### src/hw/rtl/gregorian_weekday_week_start_day_count_defines.svh
// ----------------------------------------------------------------------------
// Assertion macros for the Gregorian weekday block
// Shared property forms, clocked on clk and disabled during rst.
// ----------------------------------------------------------------------------
`ifndef GREGORIAN_WEEKDAY_WEEK_START_DAY_COUNT_DEFINES_SVH
`define GREGORIAN_WEEKDAY_WEEK_START_DAY_COUNT_DEFINES_SVH

// same-cycle implication
`define GWD_ASSERT_NOW(label, ante, cons, msg) \
  label: assert property (@(posedge clk) disable iff (rst) (ante) |-> (cons)) \
    else $error(msg);

// next-cycle implication
`define GWD_ASSERT_NEXT(label, ante, cons, msg) \
  label: assert property (@(posedge clk) disable iff (rst) (ante) |=> (cons)) \
    else $error(msg);

`endif

### src/hw/rtl/gwd_pkg.sv
// ----------------------------------------------------------------------------
// gwd_pkg
// Types, constants and calendar tables of the Gregorian weekday block.
// ----------------------------------------------------------------------------
package gwd_pkg;

  localparam int YEAR_W  = 14;
  localparam int MONTH_W = 4;
  localparam int DAY_W   = 5;
  localparam int WDAY_W  = 3;
  localparam int COUNT_W = 22;

  localparam int COUNT_MAX     = 4194303;
  localparam int CYCLE_OFFSET  = 400;   // whole weekday cycle of years
  localparam int DAYS_PER_YEAR = 365;
  localparam int LEAP_FEB_LEN  = 29;

  // x / 25 = (x * RECIP25) >> RECIP25_SHIFT, exact for x < 4681
  localparam int RECIP25       = 2622;
  localparam int RECIP25_SHIFT = 16;
  // x / 7 = (x * RECIP7) >> RECIP7_SHIFT, exact for x < 32768
  localparam int RECIP7        = 37450;
  localparam int RECIP7_SHIFT  = 18;

  localparam logic [MONTH_W-1:0] MON_JAN = 4'd1;
  localparam logic [MONTH_W-1:0] MON_FEB = 4'd2;
  localparam logic [MONTH_W-1:0] MON_MAR = 4'd3;
  localparam logic [MONTH_W-1:0] MON_DEC = 4'd12;

  localparam logic [WDAY_W-1:0] WD_SUNDAY = 3'd1;

  typedef struct packed {
    logic [YEAR_W-1:0]  year;
    logic [MONTH_W-1:0] month;
    logic [DAY_W-1:0]   day;
  } date_t;

  typedef struct packed {
    logic [WDAY_W-1:0]  weekday;
    logic [YEAR_W-1:0]  sunday_year;
    logic [MONTH_W-1:0] sunday_month;
    logic [DAY_W-1:0]   sunday_day;
    logic [COUNT_W-1:0] days_since_epoch;
  } result_t;

  // after stage 1: tables looked up, divisions by 25 done
  typedef struct packed {
    date_t       date;
    logic [5:0]  mterm;     // 2*mm + 3*(mm+1)/5
    logic [14:0] ya;        // adjusted year + 400
    logic [12:0] q4a;       // ya / 4
    logic [7:0]  qa25;      // ya / 100
    logic [11:0] q4p;       // (year-1) / 4
    logic [7:0]  qp25;      // (year-1) / 100
    logic [7:0]  qy25;      // year / 100
    logic [22:0] yday;      // 365 * (year-1)
    logic [8:0]  days_before;  // days before month
  } s1_t;

  // after stage 2: weekday sum and day count
  typedef struct packed {
    date_t              date;
    logic               leap;
    logic [14:0]        wsum;
    logic [COUNT_W-1:0] total;
  } s2_t;

  // after stage 3: quotient of the weekday sum by 7
  typedef struct packed {
    date_t              date;
    logic               leap;
    logic [14:0]        wsum;
    logic [12:0]        q7;
    logic [COUNT_W-1:0] total;
  } s3_t;

  // month term of the weekday sum, January and February as months 13, 14
  function automatic logic [5:0] month_term(input logic [MONTH_W-1:0] m);
    logic [5:0] t;
    case (m)
      4'd0:    t = 6'd0;
      4'd1:    t = 6'd34;
      4'd2:    t = 6'd37;
      4'd3:    t = 6'd8;
      4'd4:    t = 6'd11;
      4'd5:    t = 6'd13;
      4'd6:    t = 6'd16;
      4'd7:    t = 6'd18;
      4'd8:    t = 6'd21;
      4'd9:    t = 6'd24;
      4'd10:   t = 6'd26;
      4'd11:   t = 6'd29;
      4'd12:   t = 6'd31;
      4'd13:   t = 6'd34;
      4'd14:   t = 6'd37;
      default: t = 6'd39;
    endcase
    return t;
  endfunction

  // days before month in a common year; past December counts a full year
  function automatic logic [8:0] days_before_month(input logic [MONTH_W-1:0] m);
    logic [8:0] b;
    case (m)
      4'd0, 4'd1: b = 9'd0;
      4'd2:       b = 9'd31;
      4'd3:       b = 9'd59;
      4'd4:       b = 9'd90;
      4'd5:       b = 9'd120;
      4'd6:       b = 9'd151;
      4'd7:       b = 9'd181;
      4'd8:       b = 9'd212;
      4'd9:       b = 9'd243;
      4'd10:      b = 9'd273;
      4'd11:      b = 9'd304;
      4'd12:      b = 9'd334;
      default:    b = 9'd365;
    endcase
    return b;
  endfunction

  // common-year month length; codes that are no month read as 31
  function automatic logic [DAY_W-1:0] month_len(input logic [MONTH_W-1:0] m);
    logic [DAY_W-1:0] l;
    case (m)
      4'd2:                    l = 5'd28;
      4'd4, 4'd6, 4'd9, 4'd11: l = 5'd30;
      default:                 l = 5'd31;
    endcase
    return l;
  endfunction

endpackage

### src/hw/rtl/gwd_date_if.sv
// ----------------------------------------------------------------------------
// gwd_date_if
// Valid/ready channel carrying one Gregorian date.
// ----------------------------------------------------------------------------
interface gwd_date_if import gwd_pkg::*; ();
  logic               valid;
  logic               ready;
  logic [YEAR_W-1:0]  date_year;
  logic [MONTH_W-1:0] date_month;
  logic [DAY_W-1:0]   date_day;

  modport source (output valid, output date_year, output date_month,
                  output date_day, input ready);
  modport sink   (input valid, input date_year, input date_month,
                  input date_day, output ready);
endinterface

### src/hw/rtl/gwd_result_if.sv
// ----------------------------------------------------------------------------
// gwd_result_if
// Valid/ready channel carrying weekday, week-start Sunday and day count.
// ----------------------------------------------------------------------------
interface gwd_result_if import gwd_pkg::*; ();
  logic               valid;
  logic               ready;
  logic [WDAY_W-1:0]  weekday;
  logic [YEAR_W-1:0]  sunday_year;
  logic [MONTH_W-1:0] sunday_month;
  logic [DAY_W-1:0]   sunday_day;
  logic [COUNT_W-1:0] days_since_epoch;

  modport source (output valid, output weekday, output sunday_year,
                  output sunday_month, output sunday_day,
                  output days_since_epoch, input ready);
  modport sink   (input valid, input weekday, input sunday_year,
                  input sunday_month, input sunday_day,
                  input days_since_epoch, output ready);
endinterface

### src/hw/rtl/gwd_prep.sv
// ----------------------------------------------------------------------------
// gwd_prep
// Stage 1: month tables, adjusted year and reciprocal divisions by 100.
// ----------------------------------------------------------------------------
module gwd_prep import gwd_pkg::*; (
  input  logic  clk,
  input  logic  rst,
  input  logic  load,
  input  logic  in_valid,
  input  date_t in_date,
  output logic  out_valid,
  output s1_t   out_data
);

  logic        early;
  logic [13:0] yp;
  s1_t         s1_next;
  logic [24:0] prod_a;
  logic [23:0] prod_p;
  logic [23:0] prod_y;

  always_comb begin
    early = (in_date.month == MON_JAN) || (in_date.month == MON_FEB);
    yp    = (in_date.year == '0) ? '0 : in_date.year - 14'd1;

    s1_next.date        = in_date;
    s1_next.mterm       = month_term(in_date.month);
    s1_next.days_before = days_before_month(in_date.month);
    s1_next.ya          = 15'(in_date.year) + 15'(CYCLE_OFFSET) - 15'(early);
    s1_next.q4a         = s1_next.ya[14:2];
    s1_next.q4p         = yp[13:2];

    // divide the quarter by 25 to get the hundreds
    prod_a = 25'(s1_next.q4a) * 25'(RECIP25);
    prod_p = 24'(s1_next.q4p) * 24'(RECIP25);
    prod_y = 24'(in_date.year[13:2]) * 24'(RECIP25);
    s1_next.qa25 = prod_a[RECIP25_SHIFT +: 8];
    s1_next.qp25 = prod_p[RECIP25_SHIFT +: 8];
    s1_next.qy25 = prod_y[RECIP25_SHIFT +: 8];

    s1_next.yday = 23'(yp) * 23'(DAYS_PER_YEAR);
  end

  always_ff @(posedge clk) begin
    if (rst) begin
      out_valid <= 1'b0;
    end else if (load) begin
      out_valid <= in_valid;
    end
  end

  always_ff @(posedge clk) begin
    if (load && in_valid) begin
      out_data <= s1_next;
    end
  end

endmodule

### src/hw/rtl/gwd_sum.sv
// ----------------------------------------------------------------------------
// gwd_sum
// Stage 2: leap test, weekday sum and saturated day count since year 1.
// ----------------------------------------------------------------------------
module gwd_sum import gwd_pkg::*; (
  input  logic clk,
  input  logic rst,
  input  logic load,
  input  logic in_valid,
  input  s1_t  in_data,
  output logic out_valid,
  output s2_t  out_data
);

  logic        div4;
  logic        cent;
  logic [22:0] dterm;
  logic [22:0] sum;
  s2_t         s2_next;

  always_comb begin
    div4 = (in_data.date.year[1:0] == 2'b00);
    // multiple of 100: multiple of 4 with a quarter that is a multiple of 25
    cent = div4 && (in_data.date.year[13:2] == 12'(in_data.qy25) * 12'd25);
    dterm = (in_data.date.day == '0) ? '0 : 23'(in_data.date.day) - 23'd1;

    s2_next.date = in_data.date;
    s2_next.leap = div4 && (!cent || (in_data.qy25[1:0] == 2'b00));
    s2_next.wsum = 15'(in_data.date.day) + 15'(in_data.mterm) + in_data.ya
                 + 15'(in_data.q4a) - 15'(in_data.qa25) + 15'(in_data.qa25[7:2]);

    sum = in_data.yday + 23'(in_data.q4p) - 23'(in_data.qp25)
        + 23'(in_data.qp25[7:2]) + 23'(in_data.days_before) + dterm
        + 23'(s2_next.leap && (in_data.date.month >= MON_MAR));
    s2_next.total = sum[22] ? COUNT_W'(COUNT_MAX) : sum[21:0];
  end

  always_ff @(posedge clk) begin
    if (rst) begin
      out_valid <= 1'b0;
    end else if (load) begin
      out_valid <= in_valid;
    end
  end

  always_ff @(posedge clk) begin
    if (load && in_valid) begin
      out_data <= s2_next;
    end
  end

endmodule

### src/hw/rtl/gwd_resolve.sv
// ----------------------------------------------------------------------------
// gwd_resolve
// Stages 3 and 4: weekday sum mod 7, then weekday and week-start Sunday.
// ----------------------------------------------------------------------------
module gwd_resolve import gwd_pkg::*; (
  input  logic    clk,
  input  logic    rst,
  input  logic    load_q,
  input  logic    load_out,
  input  logic    in_valid,
  input  s2_t     in_data,
  output logic    q_valid,
  output logic    out_valid,
  output result_t out_data
);

  s3_t                s3;
  s3_t                s3_next;
  logic [30:0]        prod7;
  logic [15:0]        seven_q;
  logic [2:0]         rem7;
  logic [WDAY_W-1:0]  wd;
  logic [MONTH_W-1:0] pm;
  logic [DAY_W-1:0]   plen;
  result_t            res_next;

  always_comb begin
    prod7 = 31'(in_data.wsum) * 31'(RECIP7);
    s3_next.date  = in_data.date;
    s3_next.leap  = in_data.leap;
    s3_next.wsum  = in_data.wsum;
    s3_next.total = in_data.total;
    s3_next.q7    = prod7[RECIP7_SHIFT +: 13];
  end

  always_ff @(posedge clk) begin
    if (rst) begin
      q_valid <= 1'b0;
    end else if (load_q) begin
      q_valid <= in_valid;
    end
  end

  always_ff @(posedge clk) begin
    if (load_q && in_valid) begin
      s3 <= s3_next;
    end
  end

  always_comb begin
    // remainder lies in 0..6, so the low three bits are enough
    seven_q = {s3.q7, 3'b000} - {3'b000, s3.q7};
    rem7    = s3.wsum[2:0] - seven_q[2:0];
    wd      = (rem7 == 3'd6) ? WD_SUNDAY : rem7 + 3'd2;

    pm   = s3.date.month - 4'd1;
    plen = (pm == MON_FEB && s3.leap) ? DAY_W'(LEAP_FEB_LEN) : month_len(pm);

    res_next.weekday          = wd;
    res_next.days_since_epoch = s3.total;
    if (s3.date.day >= DAY_W'(wd)) begin
      res_next.sunday_year  = s3.date.year;
      res_next.sunday_month = s3.date.month;
      res_next.sunday_day   = s3.date.day - DAY_W'(wd) + 5'd1;
    end else if (s3.date.month == MON_JAN) begin
      // 31 + day - wd + 1 wraps to day - wd in five bits
      res_next.sunday_year  = s3.date.year - 14'd1;
      res_next.sunday_month = MON_DEC;
      res_next.sunday_day   = s3.date.day - DAY_W'(wd);
    end else begin
      res_next.sunday_year  = s3.date.year;
      res_next.sunday_month = pm;
      res_next.sunday_day   = plen + s3.date.day - DAY_W'(wd) + 5'd1;
    end
  end

  always_ff @(posedge clk) begin
    if (rst) begin
      out_valid <= 1'b0;
    end else if (load_out) begin
      out_valid <= q_valid;
    end
  end

  always_ff @(posedge clk) begin
    if (load_out && q_valid) begin
      out_data <= res_next;
    end
  end

endmodule

### src/hw/rtl/gregorian_weekday_week_start_day_count.sv
// Throughput: one date per cycle when the output does not stall; four register
// stages, each loads whenever it is empty or the stage after it moves, so a
// stall holds every stage intact.
// Reset (rst, synchronous): clears all stage valid bits; payload is not reset.
// ----------------------------------------------------------------------------
// gregorian_weekday_week_start_day_count
// Weekday, Sunday opening the week and day number of a Gregorian date.
// ----------------------------------------------------------------------------
`include "gregorian_weekday_week_start_day_count_defines.svh"

module gregorian_weekday_week_start_day_count import gwd_pkg::*; (
  input  logic         clk,
  input  logic         rst,
  gwd_date_if.sink     dates,
  gwd_result_if.source results
);

  date_t   in_date;
  s1_t     s1;
  s2_t     s2;
  result_t res;
  logic    v1, v2, v3, v4;
  logic    load1, load2, load3, load4;

  assign load4 = !v4 || results.ready;
  assign load3 = !v3 || load4;
  assign load2 = !v2 || load3;
  assign load1 = !v1 || load2;

  assign dates.ready = load1;

  assign in_date.year  = dates.date_year;
  assign in_date.month = dates.date_month;
  assign in_date.day   = dates.date_day;

  gwd_prep u_prep (
    .clk       (clk),
    .rst       (rst),
    .load      (load1),
    .in_valid  (dates.valid),
    .in_date   (in_date),
    .out_valid (v1),
    .out_data  (s1)
  );

  gwd_sum u_sum (
    .clk       (clk),
    .rst       (rst),
    .load      (load2),
    .in_valid  (v1),
    .in_data   (s1),
    .out_valid (v2),
    .out_data  (s2)
  );

  gwd_resolve u_resolve (
    .clk       (clk),
    .rst       (rst),
    .load_q    (load3),
    .load_out  (load4),
    .in_valid  (v2),
    .in_data   (s2),
    .q_valid   (v3),
    .out_valid (v4),
    .out_data  (res)
  );

  assign results.valid            = v4;
  assign results.weekday          = res.weekday;
  assign results.sunday_year      = res.sunday_year;
  assign results.sunday_month     = res.sunday_month;
  assign results.sunday_day       = res.sunday_day;
  assign results.days_since_epoch = res.days_since_epoch;

  `GWD_ASSERT_NOW(a_weekday_range, v4, res.weekday != 3'd0,
                  "weekday out of range")
  `GWD_ASSERT_NOW(a_sunday_day_nonzero, v4, res.sunday_day != 5'd0,
                  "week-start day is zero")
  `GWD_ASSERT_NEXT(a_stage3_holds, v3 && !load4, v3,
                   "stage 3 item lost during stall")
  `GWD_ASSERT_NEXT(a_stage1_holds, v1 && !load2, v1 && $stable(s1),
                   "stage 1 item changed during stall")

endmodule

### src/flat_wrapper.sv
// flat-port wrapper written by rule: the top's interface ports become plain ports
module gregorian_weekday_week_start_day_count_flat import gwd_pkg::*;
  (clk, rst, dates_valid, dates_date_year, dates_date_month, dates_date_day, dates_ready, results_valid, results_weekday, results_sunday_year, results_sunday_month, results_sunday_day, results_days_since_epoch, results_ready);
  gwd_date_if dates_i ();
  gwd_result_if results_i ();
  input  logic clk;
  input  logic rst;
  input wire logic [$bits(dates_i.valid)-1:0] dates_valid;
  input wire logic [$bits(dates_i.date_year)-1:0] dates_date_year;
  input wire logic [$bits(dates_i.date_month)-1:0] dates_date_month;
  input wire logic [$bits(dates_i.date_day)-1:0] dates_date_day;
  output wire logic [$bits(dates_i.ready)-1:0] dates_ready;
  output wire logic [$bits(results_i.valid)-1:0] results_valid;
  output wire logic [$bits(results_i.weekday)-1:0] results_weekday;
  output wire logic [$bits(results_i.sunday_year)-1:0] results_sunday_year;
  output wire logic [$bits(results_i.sunday_month)-1:0] results_sunday_month;
  output wire logic [$bits(results_i.sunday_day)-1:0] results_sunday_day;
  output wire logic [$bits(results_i.days_since_epoch)-1:0] results_days_since_epoch;
  input wire logic [$bits(results_i.ready)-1:0] results_ready;
  assign dates_i.valid = dates_valid;
  assign dates_i.date_year = dates_date_year;
  assign dates_i.date_month = dates_date_month;
  assign dates_i.date_day = dates_date_day;
  assign dates_ready = dates_i.ready;
  assign results_valid = results_i.valid;
  assign results_weekday = results_i.weekday;
  assign results_sunday_year = results_i.sunday_year;
  assign results_sunday_month = results_i.sunday_month;
  assign results_sunday_day = results_i.sunday_day;
  assign results_days_since_epoch = results_i.days_since_epoch;
  assign results_i.ready = results_ready;
  gregorian_weekday_week_start_day_count u_core (.clk(clk), .rst(rst), .dates(dates_i), .results(results_i));
endmodule
### config.mk
export PLATFORM = sky130hd
export DESIGN_NAME = gregorian_weekday_week_start_day_count_flat
export DESIGN_NICKNAME = d
export VERILOG_FILES = /design/src/hw/rtl/gwd_pkg.sv /design/src/hw/rtl/gwd_date_if.sv /design/src/hw/rtl/gwd_result_if.sv /design/src/hw/rtl/gwd_prep.sv /design/src/hw/rtl/gwd_sum.sv /design/src/hw/rtl/gwd_resolve.sv /design/src/hw/rtl/gregorian_weekday_week_start_day_count.sv /design/src/flat_wrapper.sv
export VERILOG_INCLUDE_DIRS = /design/src /design/src/hw/rtl
export SDC_FILE = /design/constraint.sdc
export NUM_CORES = 1
export LEC_CHECK = 0
export BUFFER_PORTS_ARGS = -buffer_cell sky130_fd_sc_hd__clkbuf_2
export CAP_MARGIN = 40
export CORE_MARGIN = 2
export CORE_UTILIZATION = 40
export CTS_CLUSTER_DIAMETER = 200
export DETAILED_ROUTE_END_ITERATION = 8
export PLACE_DENSITY_LB_ADDON = 0.3
export SETUP_SLACK_MARGIN = 0.05
export SLEW_MARGIN = 20
export SYNTH_ARGS = -nofsm -noshare
export SYNTH_HDL_FRONTEND = slang
export SYNTH_SLANG_ARGS = --single-unit
### constraint.sdc
create_clock -name clk -period 16.7 [get_ports clk]
set_input_delay 1.67 -clock clk [delete_from_list [all_inputs] [get_ports clk]]
set_output_delay 1.67 -clock clk [all_outputs]
set_load 0.05 [all_outputs]
==> flow_metrics.tcl <==
set metrics [dict create \
    status "complete, no violations" \
    async_reset_ff_share_pct 0 \
    yosysSeqAreaShare_pct 30.8 \
    critPathMaxFanout 10 \
    r2r-start "u_core.u_prep.out_data[33]$_DFFE_PP_" \
    ys_ff_latch 277 \
    relSlewSlack_pct 47.4 \
    nFillCells 6169 \
    synth_top_area_cell "edfxtp_1" \
    cts_tree "yes" \
    start_util_pct 40.2 \
    tns_ns 0 \
    drt-total-wl_microns 52500 \
    num_antenna_cells 0 \
    synth_ff_type "edfxtp_1" \
    synth_nets 3151 \
    hpwlAfterDp_microns 43900 \
    ff2ff_path_depth 27 \
    antenna_found_initial 0 \
    synth-edff-count 273 \
    io_pins 77 \
    tightest_slew_ns 0.789 \
    grt_use_total_pct 15.8 \
    cp_data_required_time_ns 17.03 \
    dr_wl_met2_microns 25400 \
    dr_wl_met3_microns 1290 \
    whs_ns 0.416 \
    fin_nets 3270 \
    cts_buffer_depth 3 \
    via_per_inst 4.86 \
    r2r-end "u_core.u_sum.out_data[9]$_SDFFCE_PP1P_" \
    arrival_ns 9.50 \
    hold_viol 0 \
    final.setup_skew_ns 0.0187 \
    drc 0 \
    slowest_stage "fa_1" \
    ff2ff_setup_slack_ns 9.26 \
    drtIter0Drc 779 \
    cts_repair_resize_count 0 \
    cts.clk_slew.worst_paths_ns 0.06 \
    grt_pass1_wl_microns 88600 \
    cp-endpoint "u_core.u_prep.out_data[67]$_DFFE_PP_" \
    ys_warn_count 0 \
    worstSetupEndpointType "register" \
    cts_max_level 1 \
    globalplace.congestion 0.861 \
    die_w_microns 263 \
    clock_latency_ns 0.58 \
    crit_type "primary input to register" \
    numPortBuffers 76 \
    grt_max_degree 62 \
    final_util_pct 44.1 \
    drv_cap 0 \
    fmax_ghz 0.109 \
    fp.dieH_microns 263 \
    avgSynthCellArea_sq_um 11.6 \
    postCtsHoldBufs 0 \
    dr_total_vias 16200 \
    synth_top_area_share_pct 30.5 \
    cts_setup_buffers 0 \
    wl_per_cell_microns 15.8 \
    final-seq-area_sq_um 8280 \
    critPathLaunchType "primary input" \
    grt_setup_unrepaired "no" \
    rows 95 \
    clock-root-buffer "clkbuf_16" \
    ys_types 64 \
    coreArea_sq_um 66800 \
    cts_buffers 30 \
    wl_met1_microns 24800 \
    routed.top_layer "met4" \
    synth.most_common_cell "ha_1" \
    synth_area_sq_um 26900 \
    synthTopCellsByArea "edfxtp_1 30%, ha_1 25%, fa_1 20%" \
    critPathLaunch "dates_date_month[1]" \
    yosys-top-cells-count "541 x ha_1, 498 x inv_1, 273 x edfxtp_1" \
    setup_viol 0 \
    dr.pass1.iters 5 \
    multi_input_area_sq_um 16700 \
    placedCellCount 3266 \
    crit_path_frequent_cell "inv_1" \
    antenna_left 0 \
    cts_num_sinks 277 \
    overflow 0 \
    syn_to_final_growth_pct 9.62 \
    min_path_type "register to register" \
    cpPeakStageDelay_ns 0.54 \
    period_share_pct 54.9 \
    syn_inst 2311 \
    drive_above_1_share_pct 7.13 \
    final_cells 3327 \
    grt_pass1_vias 17400 \
    die_area_sq_um 69300 \
    min_period_ns 9.18 \
    final_max_slew_viol_count 0 \
]
==> worst min-delay path by stage <==
stage / cells after the start / slack, ns / start / end
2_1_floorplan: 0 / 0.40 / u_core.u_resolve.res_next[0]$_DFFE_PP_ / u_core.u_resolve.out_data[0]$_DFFE_PP_
3_3_place_gp: 0 / 0.40 / u_core.u_sum.out_data[40]$_DFFE_PP_ / u_core.u_resolve.s3[53]$_DFFE_PP_
3_5_place_dp: 0 / 0.40 / u_core.u_resolve.res_next[3]$_DFFE_PP_ / u_core.u_resolve.out_data[3]$_DFFE_PP_
4_1_cts: 0 / 0.42 / u_core.u_resolve.res_next[3]$_DFFE_PP_ / u_core.u_resolve.out_data[3]$_DFFE_PP_
5_1_grt: 0 / 0.42 / u_core.u_sum.out_data[2]$_SDFFCE_PP1P_ / u_core.u_resolve.res_next[2]$_DFFE_PP_
6_report: 0 / 0.42 / u_core.u_resolve.res_next[4]$_DFFE_PP_ / u_core.u_resolve.out_data[4]$_DFFE_PP_
==> layout by cell type (no fill, tap or decap), drive strengths merged, types with 34 or more instances in the layout <==
master,n
clkbuf,114
nor3,34
xnor2,114
nand2,71
a21oi,68
inv,500
ha,541
o21ai,61
edfxtp,273
fa,272
xor2,36
nor2,83
==> worst max-delay path: cells and delay by family <==
family	cells	cell delay (ns)
adder cells (fa/ha/maj)	10	3.59
AO/OA/AOI/OAI	8	1.99
buffers and inverters	8	0.95
AND/OR/NAND/NOR	5	0.94
XOR/XNOR	2	0.35
==> registers in the layout, summed over array words and instances, names as in the netlist <==
name / cells
u_core.u_prep.out_data: 112
u_core.u_prep.out_valid: 1
u_core.u_resolve.out_data: 48
u_core.u_resolve.out_valid: 1
u_core.u_resolve.q_valid: 1
u_core.u_resolve.res_next: 22
u_core.u_resolve.s3: 30
u_core.u_sum.out_data: 61
u_core.u_sum.out_valid: 1
==> through the flow <==
| step | area (sq um) | setup slack [ns] |
|---|---|---|
| finish | 29500 | 7.52 |
| global route | 29500 | 7.16 |
| CTS | 29400 | 7.13 |
| detailed placement | 28500 | 6.54 |
| global placement | 28400 | 6.74 |
| floorplan | 26900 | 7.51 |
==> final cells by class <==
| class | instances | area share (%) |
|---|---|---|
| Clock inverter | 21 | 0.586 |
| Timing Repair Buffer | 99 | 1.91 |
| Sequential cell | 277 | 28.1 |
| Clock buffer | 35 | 2.61 |
| Multi-Input combinational cell | 1524 | 56.8 |
| Inverter | 498 | 6.34 |
| Tap cell | 873 | 3.71 |
==> cells by family after synthesis <==
family | Yosys count | synth area share [%]
adder cells (fa/ha/maj) | 813 | 45.4
buffers and inverters | 510 | 7.14
AND/OR/NAND/NOR | 308 | 5.60
flip-flops | 277 | 30.8
AO/OA/AOI/OAI | 245 | 5.85
XOR/XNOR | 150 | 4.89
multiplexers | 8 | 0.312
==> layer usage <==
metal | vias to the layer above | GRT usage [%]
met2 | 200 | 27.3
met5 | - | 0
met1 | 7935 | 21.4
met3 | 56 | 1.42
li1 | 7968 | -
met4 | 0 | 3.61
Power is not shown: default switching activity piles up to over one toggle a cycle in this logic, so the estimate is an artifact.
